`src/rtl/bomp_pkg.sv`:
```
// Shared types and constants for the band onset merge and peak picker.
// Used by every module of the block; depends on nothing.
package bomp_pkg;

  localparam int unsigned BANDS      = 8;
  localparam int unsigned BAND_LIMIT = 12;
  localparam int unsigned BAND_W     = 16;
  localparam int unsigned WEIGHT_W   = 4;
  localparam int unsigned PROD_W     = BAND_W + WEIGHT_W;
  localparam int unsigned ACC_W      = PROD_W + $clog2(BAND_LIMIT);
  localparam int unsigned STR_W      = 19;
  localparam int unsigned POS_W      = 32;
  localparam int unsigned DIST_W     = 16;

  localparam int unsigned S_TDATA_W = ((BANDS * BAND_W + 7) / 8) * 8;
  localparam int unsigned M_TDATA_W = ((POS_W + STR_W + 7) / 8) * 8;

  localparam logic [STR_W-1:0] STRENGTH_MAX = {STR_W{1'b1}};

  localparam logic [WEIGHT_W-1:0] BAND_WEIGHT [BAND_LIMIT] = '{
    4'd1, 4'd1, 4'd1, 4'd1, 4'd1, 4'd1,
    4'd1, 4'd1, 4'd1, 4'd1, 4'd1, 4'd1
  };

  // Control that travels with one sample down the pipeline.
  typedef struct packed {
    logic valid;
    logic last;
  } pipe_ctl_t;

endpackage

```
`src/rtl/bomp_lane.sv`:
```
// One band lane: weight a band strength and register the product.
// Depends on bomp_pkg.
module bomp_lane
  import bomp_pkg::*;
(
  input  logic                clk_i,
  input  logic                adv_i,
  input  logic [BAND_W-1:0]   band_i,
  input  logic [WEIGHT_W-1:0] weight_i,
  output logic [PROD_W-1:0]   prod_o
);

  logic [PROD_W-1:0] prod_q, prod_d;

  assign prod_d = PROD_W'(band_i) * PROD_W'(weight_i);

  always_ff @(posedge clk_i) begin
    if (adv_i) begin
      prod_q <= prod_d;
    end
  end

  assign prod_o = prod_q;

endmodule

```
`src/rtl/bomp_merge.sv`:
```
// Merge stage: sum the lane products, saturate to the strength width, register.
// Depends on bomp_pkg.
module bomp_merge
  import bomp_pkg::*;
(
  input  logic              clk_i,
  input  logic              rst_ni,
  input  logic              adv_i,
  input  logic [PROD_W-1:0] prod_i [BANDS],
  input  pipe_ctl_t         ctl_i,
  output logic [STR_W-1:0]  strength_o,
  output pipe_ctl_t         ctl_o
);

  logic [ACC_W-1:0] acc;
  logic [STR_W-1:0] strength_q, strength_d;
  pipe_ctl_t        ctl_q;

  always_comb begin
    acc = '0;
    for (int unsigned b = 0; b < BANDS; b++) begin
      acc = acc + ACC_W'(prod_i[b]);
    end
    strength_d = (acc > ACC_W'(STRENGTH_MAX)) ? STRENGTH_MAX : acc[STR_W-1:0];
  end

  always_ff @(posedge clk_i or negedge rst_ni) begin
    if (!rst_ni) begin
      ctl_q <= '0;
    end else if (adv_i) begin
      ctl_q <= ctl_i;
    end
  end

  always_ff @(posedge clk_i) begin
    if (adv_i) begin
      strength_q <= strength_d;
    end
  end

  assign strength_o = strength_q;
  assign ctl_o      = ctl_q;

endmodule

```
`src/rtl/bomp_picker.sv`:
```
// Peak picker: window tracking, best onset and the output register.
// Depends on bomp_pkg.
module bomp_picker
  import bomp_pkg::*;
(
  input  logic              clk_i,
  input  logic              rst_ni,
  input  logic              adv_i,
  input  logic [DIST_W-1:0] min_dist_i,
  input  logic [STR_W-1:0]  strength_i,
  input  pipe_ctl_t         ctl_i,
  output logic              out_valid_o,
  output logic [POS_W-1:0]  out_pos_o,
  output logic [STR_W-1:0]  out_str_o
);

  logic [POS_W-1:0]  idx_q, idx_d;
  logic              open_q, open_d;
  logic [STR_W-1:0]  best_q, best_d;
  logic [POS_W-1:0]  bpos_q, bpos_d;
  logic [DIST_W-1:0] left_q, left_d;
  logic              ovld_q, ovld_d;
  logic [POS_W-1:0]  opos_q;
  logic [STR_W-1:0]  ostr_q;
  logic [DIST_W-1:0] reload;
  logic              emit;

  // A zero length acts as one.
  assign reload = (min_dist_i == '0) ? '0 : min_dist_i - DIST_W'(1);

  always_comb begin
    idx_d  = idx_q;
    open_d = open_q;
    best_d = best_q;
    bpos_d = bpos_q;
    left_d = left_q;
    emit   = 1'b0;
    if (ctl_i.valid) begin
      if (!open_q) begin
        if (strength_i != '0) begin
          open_d = 1'b1;
          best_d = strength_i;
          bpos_d = idx_q;
          left_d = reload;
        end
      end else if (strength_i > best_q) begin
        best_d = strength_i;
        bpos_d = idx_q;
        left_d = reload;
      end else if (left_q != '0) begin
        left_d = left_q - DIST_W'(1);
      end
      // Close the window on its last sample or at stream end.
      if (open_d && (left_d == '0 || ctl_i.last)) begin
        emit   = 1'b1;
        open_d = 1'b0;
        left_d = '0;
      end
      idx_d = ctl_i.last ? '0 : idx_q + POS_W'(1);
    end
    ovld_d = emit;
  end

  always_ff @(posedge clk_i or negedge rst_ni) begin
    if (!rst_ni) begin
      idx_q  <= '0;
      open_q <= 1'b0;
      best_q <= '0;
      bpos_q <= '0;
      left_q <= '0;
      ovld_q <= 1'b0;
    end else if (adv_i) begin
      idx_q  <= idx_d;
      open_q <= open_d;
      best_q <= best_d;
      bpos_q <= bpos_d;
      left_q <= left_d;
      ovld_q <= ovld_d;
    end
  end

  always_ff @(posedge clk_i) begin
    if (adv_i && emit) begin
      opos_q <= bpos_d;
      ostr_q <= best_d;
    end
  end

  assign out_valid_o = ovld_q;
  assign out_pos_o   = opos_q;
  assign out_str_o   = ostr_q;

endmodule

```
`src/rtl/band_onset_merge_peak_pick.sv`:
```
// Top level of the band onset merge and peak picker.
// Depends on bomp_pkg, bomp_lane, bomp_merge and bomp_picker.
//
// Usage:
//   Slave stream: one transaction per time sample. tdata carries the band
//   strengths, band 0 in the lowest 16 bits; tlast marks the end of stream.
//   Master stream: one transaction per kept onset, position in the low 32
//   bits of tdata and summed strength above it.
//   Configuration: cfg_we_i writes min_dist (window length in samples); write
//   only while the block is idle. A new length applies at the next reload.
// Path: a result reaches the master side through the lane register, which
//   takes the input transaction closing its window, then the sum register,
//   then the output register; a stall holds every stage.
// Throughput: one sample per cycle while no result waits unclaimed, set by the
//   three-stage pipeline, a combinational eight-input adder tree and window compare.
// Reset: clears the window state, the sample index, all valid flags and sets
//   min_dist to one.
// Stall: while a result waits and the receiver holds tready low, the whole
//   pipeline holds and s_axis_tready_o drops; it stays high otherwise, also
//   while samples are in flight.
module band_onset_merge_peak_pick
  import bomp_pkg::*;
(
  input  logic                 clk_i,
  input  logic                 rst_ni,
  // band0..band7, 16 bits each, band0 lowest
  input  logic [S_TDATA_W-1:0] s_axis_tdata_i,
  input  logic                 s_axis_tlast_i,   // end_of_stream
  input  logic                 s_axis_tvalid_i,
  output logic                 s_axis_tready_o,
  // onset_position [31:0], onset_strength [50:32], zero padding above
  output logic [M_TDATA_W-1:0] m_axis_tdata_o,
  output logic                 m_axis_tvalid_o,
  input  logic                 m_axis_tready_i,
  input  logic                 cfg_we_i,
  input  logic [DIST_W-1:0]    cfg_wdata_i
);

  logic              adv;
  logic [DIST_W-1:0] min_dist_q;
  pipe_ctl_t         ctl1_q, ctl1_d, ctl2;
  logic [PROD_W-1:0] prod [BANDS];
  logic [STR_W-1:0]  strength;
  logic              out_valid;
  logic [POS_W-1:0]  out_pos;
  logic [STR_W-1:0]  out_str;

  // Advance every stage unless a result sits unclaimed at the output.
  assign adv             = !out_valid || m_axis_tready_i;
  assign s_axis_tready_o = adv;

  always_ff @(posedge clk_i or negedge rst_ni) begin
    if (!rst_ni) begin
      min_dist_q <= DIST_W'(1);
    end else if (cfg_we_i) begin
      min_dist_q <= cfg_wdata_i;
    end
  end

  assign ctl1_d.valid = s_axis_tvalid_i;
  assign ctl1_d.last  = s_axis_tlast_i;

  always_ff @(posedge clk_i or negedge rst_ni) begin
    if (!rst_ni) begin
      ctl1_q <= '0;
    end else if (adv) begin
      ctl1_q <= ctl1_d;
    end
  end

  // One weighting lane per band.
  for (genvar g = 0; g < BANDS; g++) begin : g_lane
    bomp_lane u_lane (
      .clk_i    (clk_i),
      .adv_i    (adv),
      .band_i   (s_axis_tdata_i[g*BAND_W +: BAND_W]),
      .weight_i (BAND_WEIGHT[g]),
      .prod_o   (prod[g])
    );
  end

  bomp_merge u_merge (
    .clk_i      (clk_i),
    .rst_ni     (rst_ni),
    .adv_i      (adv),
    .prod_i     (prod),
    .ctl_i      (ctl1_q),
    .strength_o (strength),
    .ctl_o      (ctl2)
  );

  bomp_picker u_picker (
    .clk_i       (clk_i),
    .rst_ni      (rst_ni),
    .adv_i       (adv),
    .min_dist_i  (min_dist_q),
    .strength_i  (strength),
    .ctl_i       (ctl2),
    .out_valid_o (out_valid),
    .out_pos_o   (out_pos),
    .out_str_o   (out_str)
  );

  assign m_axis_tvalid_o = out_valid;
  assign m_axis_tdata_o  = M_TDATA_W'({out_str, out_pos});

endmodule

```
`config.mk`:
```
export PLATFORM = sky130hd
export DESIGN_NAME = band_onset_merge_peak_pick
export DESIGN_NICKNAME = d
export VERILOG_FILES = /design/src/rtl/bomp_pkg.sv /design/src/rtl/bomp_lane.sv /design/src/rtl/bomp_merge.sv /design/src/rtl/bomp_picker.sv /design/src/rtl/band_onset_merge_peak_pick.sv
export SDC_FILE = /design/constraint.sdc
export NUM_CORES = 1
export LEC_CHECK = 0
export ABC_AREA = 1
export BUFFER_PORTS_ARGS = -buffer_cell sky130_fd_sc_hd__buf_2
export CORE_UTILIZATION = 30
export CTS_CLUSTER_SIZE = 10
export DETAILED_ROUTE_END_ITERATION = 12
export GPL_TIMING_DRIVEN = 0
export SLEW_MARGIN = 25
export SYNTH_ARGS = -nofsm -noshare
export SYNTH_HDL_FRONTEND = slang
export SYNTH_HIERARCHICAL = 1
export SYNTH_SLANG_ARGS = --single-unit
```
`constraint.sdc`:
```
create_clock -name clk_i -period 17.4 [get_ports clk_i]
set_input_delay 5.22 -clock clk_i [delete_from_list [all_inputs] [get_ports clk_i]]
set_output_delay 5.22 -clock clk_i [all_outputs]
set_load 0.05 [all_outputs]
```
; ---- Word-level counts from Yosys, hierarchy flattened
; Cells that the tools add are included.
[word_totals]
register_bits = 319
output_inout_bits = 58
[classes]
add_sub_neg = 10
magnitude_cmp = 2
mux = 22
reduce_logical = 10
[ops]
columns = operator, count
row1 = 32-bit 2-to-1 mux, 5
row2 = 24-bit by 16-bit adder with 24-bit output, 6
row3 = 16-bit 2-to-1 mux, 7
row4 = 19-bit 2-to-1 mux, 4
row5 = 32-bit by 1-bit adder with 32-bit output (second input constant), 1
row6 = 16-bit logical NOT, 2
row7 = 16-bit by 1-bit subtractor with 16-bit output (second input constant), 2
row8 = 24-bit by 19-bit > comparator with 1-bit output (second input constant), 1
row9 = 19-bit > comparator, 1
row10 = 19-bit nonzero test, 1
row11 = 16-bit by 16-bit adder with 17-bit output, 1
row12 = 16-bit nonzero test, 1
row13 = 1-bit 2-to-1 mux, 6
row14 = 1-bit logical AND, 2
row15 = 1-bit logical OR, 2
row16 = 2-bit AND reduction, 1
row17 = 1-bit logical NOT, 1

; ---- Logic depth before layout (Yosys ltp)
; Gate-level depths: netlist of the first run.
[depth]
depth_word = 11
depth_mapped = 23

; ---- By module
; The synthesis of the first run kept the hierarchy.
[modules_own_cells]
columns = mod, n_inst, cells_per_inst, area_per_inst_um2, seq_area_each_um2
row1 = bomp_lane at g_lane[0].u_lane ..., 7, 401, 2834.0, 600.6
row2 = bomp_picker, 1, 1132, 9067.4, 4058.9
row3 = bomp_merge, 1, 612, 5350.1, 620.6
row4 = bomp_lane at g_lane[5].u_lane, 1, 401, 2826.5, 600.6
row5 = band_onset_merge_peak_pick, 1, 84, 778.2, 451.7

; ---- Worst setup path before layout of the first run
; No wires, ideal clock.
[synth_path]
kind = in2out
from = input port m_axis_tready_i
to = output port s_axis_tready_o
arrival_time_ns = 9.564
required_ns = 12.180
path_slack_ns = 2.616
cell_stages = 2
path_cell_list = inv_1 > nand2_1
[synth_via]
elab_chain_cells = 1
[synth_rtl]
columns = element, line
row1 = "start, declared", band_onset_merge_peak_pick.sv:34  ; input logic m_axis_tready_i,
row2 = 1-bit logical OR, band_onset_merge_peak_pick.sv:49  ; assign adv = !out_valid || m_axis_tready_i;
row3 = "end, declared", band_onset_merge_peak_pick.sv:30  ; output logic s_axis_tready_o,
; No other way between the ends.

; ---- Final worst setup path of the first run
; Ends and elaborated chain as after synthesis.

==> results of run 1 <==
[cell families (layout without fill, tap and decap cells)]
group	Yosys count	after routing	share of synthesized area, %
multiplexers	9	9	0.245
XOR/XNOR	87	87	2.01
adder cells (fa/ha/maj)	582	582	26.0
AO/OA/AOI/OAI	455	455	7.09
AND/OR/NAND/NOR	1975	1975	22.4
buffers and inverters	1575	1858	15.9
flip-flops	351	351	26.2
other	2	40	0.0198
[final cells by class]
cell class              count  area share, %
flip-flops and latches    351           23.3
clock buffers              67           2.91
clock inverters             9          0.288
multi-input cells        3145           51.8
plain buffers             118           1.31
diodes                      3         0.0176
well taps                1637           4.81
repair buffers            207           2.69
inverters                1457           12.9
[placed cells by master, fill, tap and decap left out, types with 7 or more instances in the layout]
| master | synthesis | layout |
|---|---|---|
| a21o_1 | 9 | 9 |
| a21oi_1 | 182 | 182 |
| a21oi_2 | 9 | 9 |
| and2_1 | 18 | 18 |
| buf_2 | 26 | 227 |
| buf_4 | 7 | 7 |
| clkbuf_1 | 77 | 96 |
| clkbuf_16 | 0 | 45 |
| conb_1 | 2 | 37 |
| dfrtp_1 | 120 | 120 |
| edfxtp_1 | 230 | 230 |
| fa_1 | 343 | 343 |
| ha_1 | 239 | 239 |
| inv_1 | 1436 | 1436 |
| inv_2 | 17 | 16 |
| mux2i_1 | 7 | 7 |
| nand2_1 | 1328 | 1327 |
| nand2_2 | 56 | 56 |
| nand3_1 | 209 | 209 |
| nand3_2 | 28 | 28 |
| nand3b_1 | 11 | 11 |
| nand4_1 | 22 | 22 |
| nor2_1 | 211 | 211 |
| nor2_2 | 25 | 25 |
| nor3_1 | 26 | 26 |
| nor3_2 | 13 | 13 |
| o211ai_1 | 50 | 50 |
| o21a_1 | 46 | 46 |
| o21ai_0 | 84 | 84 |
| o21ai_1 | 9 | 9 |
| o22ai_1 | 51 | 51 |
| xnor2_1 | 28 | 28 |
| xor2_1 | 59 | 59 |
[flip-flops by register name (all words and copies together), names as in the netlist, 16 cells and up]
| signal | count |
|---|---|
| u_picker/bpos_q | 32 |
| u_picker/left_q | 16 |
| u_picker/idx_q | 32 |
| min_dist_q | 16 |
| u_picker/best_q | 19 |
| u_merge/strength_o | 19 |
| u_picker/out_pos_o | 32 |
| g_lane.u_lane/prod_o | 160 |
| u_picker/out_str_o | 19 |
[layer usage]
metal / global-route usage (%) / part of all wire, % / up-vias
li1: - / - / 15613
met1: 19.7 / 44 / 14504
met2: 27.7 / 50 / 513
met3: 1.76 / 3.9 / 105
met4: 3.36 / 2.0 / 14
met5: 0 / 0.094 / -
[worst max-delay path, cell delays in order]
cell,delay [ps]
buf_2,70
inv_1,70
nand2_4,210
buf_2,310
[path summary, 6_finish.rpt]
path	slack [ps]	to	depth (start not counted)	from
min reg2reg	490	min_dist_q[0]	2	min_dist_q[0]
max	6290	s_axis_tready_o	4	m_axis_tready_i
min	490	min_dist_q[0]	2	min_dist_q[0]
min in group asynchronous	4580	min_dist_q[5]	1	rst_ni
max in group asynchronous	12110	u_picker/bpos_q[30]	2	rst_ni
max reg2reg	12640	u_merge/strength_o[7]	19	g_lane[3].u_lane/prod_o[2]
[per-stage QoR]
stage	TNS (ps)	worst slack, ps	cells	area, um^2
after detailed placement	0	6270	6915	41200
final	0	6290	6994	42600
after CTS	0	6270	6991	42600
after global routing	0	6250	6994	42600
after global placement	-18.4	-18.4	6910	41100
after floorplan	0	2620	5071	38000
==> metrics, run 1 <==
Layout fillers 13,212; FF/Latch Area around 10000 um^2; fraction of layout cells with a size suffix above 1 under 10%; kind of critical path in -> out; TritonCTS sink count approximately 350; GRT Total Usage 15.4%; post_cts resized 0; vias in the first global route 30,131; area of the multi-input gates roughly 22,000 um^2; final WL a little under 100 mm; IO Count 208; Crit. End Element output pin; Die H 357 um; core area 124,000 um^2; TritonCTS clock tree built; gpl congestion about 0.90; number of remaining DRC errors 0; Post-synth EDFFs 230; setup bufs post-CTS 0; syn avg cell area around 7.5 um^2; total of max-cap violations 0; max-slew violation count 0; top-count cell post-synth inv_1; Slew headroom 46.5%; Syn Std Cell Area 37,900 um^2; top cells by count, synth 1,436 x inv_1, 1,328 x nand2_1, 343 x fa_1; DR WL/cell 13.9 um; post-layout min period 11,110 ps; Pre-antenna DRT Iters 7; top_reg_cell synth edfxtp_1; Synth area leaders edfxtp_1 18%, fa_1 18%, inv_1 14%; Post-CTS Hold Buffers 0; worst-margin pin slew roughly 800 ps; sequential fraction of the synthesis area 26.2%; largest net degree at the start of global routing 70; final hold vios 0; antenna viol nets, final 0; Finished Core Util 34.2%; PortBufs 202; count of final setup violators 0; Post-DP HPWL 81.9 mm; #FFs+latches synth 351; ys async rst share 34.5%; Chip Width roughly 360 um; clock latency at the later pin of the worst-skew pair 590 ps; area leader, netlist edfxtp_1; Reg clk slew, reported paths 50 ps; initial core utilization 30.4%; RSZ-0062 raised after global routing no; antenna violations before repair 11; maximum buffer depth of the clock tree 3; Clock Skews between 40 and 50 ps; Nets 6,056; grt ovf 0; Worst EP required 12,180 ps; std cell rows approximately 130; Synth top area share 18.2%; arrival time worst endpoint 5890 ps; via count 30,749; Iteration-0 DRC Markers 1,754; CP Launch Type input pin; YS warnings 6; Max FO, Critical Path 10; first-pass GRT wire length about 160 mm; Max Freq around 0.09 GHz; die footprint 128,000 um^2; Syn Inst Count between 5,000 and 6,000; vias per cell 4.40; hold slack ~490 ps; outcome finished clean; CTS Buf Count between 40 and 50; area delta synth->final 12.4%; Synth cell types 56; Clock Root Buffer clkbuf_16; Max H-tree Level 2; Tcrit/Tclk final between 60 and 70%; Tightest Hold Check Type reg -> reg
Power of run 1 is not shown: default switching activity piles up to over one toggle a cycle in this logic, so the estimate is an artifact.
==> run 2: changes to the inputs <==
==> constraint.sdc (replaced) <==
create_clock -name clk_i -period 9.8 [get_ports clk_i]
set_input_delay 2.94 -clock clk_i [delete_from_list [all_inputs] [get_ports clk_i]]
set_output_delay 2.94 -clock clk_i [all_outputs]
set_load 0.05 [all_outputs]
==> metrics, run 2 (synthesis gave the netlist of run 1 again) <==
Die H 357 um (unchanged); worst-margin pin slew 813 ps (+11.4 ps); max-slew violation count 0 (unchanged); via count 30,849 (+0.33%); total of max-cap violations 0 (unchanged); Clock Root Buffer clkbuf_16; initial core utilization 30.4% (unchanged); Post-DP HPWL 81.9 mm (about the same); Final WS setup 3250 ps (-3030 ps); post-layout min period 6550 ps; vias in the first global route 30,473 (+1.1%); die footprint 128,000 um^2 (unchanged); hold path cells 2 (unchanged); post_cts resized 0 (unchanged); Crit. End Element output pin; Max Freq approximately 0.15 GHz; fraction of layout cells with a size suffix above 1 8.85% (-0.041 points); core area 124,000 um^2 (unchanged); maximum buffer depth of the clock tree 3 (unchanged); vias per cell 4.41 (+0.25%); RSZ-0062 raised after global routing no; clock latency at the later pin of the worst-skew pair 580 ps (about the same); setup bufs post-CTS 0 (unchanged); Slew headroom 45.8% (-0.76 points); CTS Buf Count 44 (unchanged); final hold vios 0 (unchanged); PortBufs 202 (unchanged); Worst Reg-to-Reg Cells 19 (unchanged); outcome finished clean; count of final setup violators 0 (unchanged); Pre-antenna DRT Iters 6 (-1); arrival time worst endpoint 3610 ps (-2280 ps); Reg2Reg Setup Slack 5040 ps (-7600 ps); DP Cell Count 6,913 (-0.029%); Chip Width 357 um (unchanged); Tightest Hold Check Type reg -> reg; Reg clk slew, reported paths 60 ps (about the same); Worst EP required 6860 ps (-5320 ps); Post-CTS Hold Buffers 0 (unchanged); IO Count 208 (unchanged); Clock Skews 30.8 ps (-17.7 ps); antenna violations before repair 13 (+2); DR WL/cell 13.9 um (-0.47%); CP Launch Type input pin; number of remaining DRC errors 0 (unchanged); Iteration-0 DRC Markers 1,777 (+1.3%); final WL 97.1 mm (-0.40%); worst slack, placed 3240 ps (-3020 ps); Fin Setup TNS 0 ps (unchanged); largest net degree at the start of global routing 93 (+33%); area delta synth->final 12.4% (unchanged); Tcrit/Tclk final 66.8%; first-pass GRT wire length 159 mm (+0.54%); GRT Total Usage 15.5% (+0.070 points); gpl congestion 0.908 (+1.4%); Final Instance Count excl. Fillers 6,999 (+0.071%); std cell rows 129 (unchanged); antenna viol nets, final 0 (unchanged); Max H-tree Level 2 (unchanged); kind of critical path in -> out; grt ovf 0 (unchanged); most frequent cells in the layout 1,436 x inv_1, 1,327 x nand2_1, 343 x fa_1; max reg flops 160 (unchanged); Max FO, Critical Path 10 (unchanged); most common cell after layout, fill and taps aside inv_1; Nets 6,054 (-0.033%); TritonCTS clock tree built; TritonCTS sink count 351 (unchanged)
## run 2: cell types whose count changed in the layout (fill, tap and decap cells not counted), sizes merged
| cell | delta |
|---|---|
| clkbuf | +6 |
| clkinv | -5 |
| diode | +3 |
| buf | -2 |
| clkinvlp | +2 |
| inv | +1 |
## run 2: worst paths after layout
| check | start | end |
|---|---|---|
| max | m_axis_tready_i | s_axis_tready_o |
| min | min_dist_q[0] | min_dist_q[0] |
| max reg2reg | g_lane[3].u_lane/prod_o[2] | u_merge/strength_o[10] |
| min reg2reg | min_dist_q[0] | min_dist_q[0] |
| max in group asynchronous | rst_ni | u_picker/bpos_q[19] |
| min in group asynchronous | rst_ni | u_picker/left_q[8] |
## run 2: critical path: stages
cell and delay (ps):
buf_2 90, inv_1 160, nand2_8 150, buf_2 250
## run 2: routing by layer
metal  vias to the layer above  global-route usage (%)  part of all wire, %
met5                         -                       0                 0.12
met4                        16                    3.37                  2.0
met3                       106                    1.63                  3.4
met2                       495                    28.1                   50
met1                     14594                    19.6                   44
li1                      15638                       -                    -
## run 2: cell type report
type	count	area (um^2)
Inverter	1457	5470
Antenna cell	6	15.0
Tap cell	1637	2050
Sequential cell	351	9940
Fill cell	13184	81900
Multi-Input combinational cell	3145	22000
Buffer	118	557
Clock buffer	73	1290
Timing Repair Buffer	205	1100
Clock inverter	7	92.6
## run 2: metrics by stage
stage	instance area [um^2]	utilization [%]	hold WS, ps
floorplan	38000	-	455
detailed placement	41200	33.1	480
global placement	41100	33.0	475
CTS	42500	34.2	489
finish	42600	34.2	489
global route	42600	34.2	500
Power of run 2 is left out for the same reason.
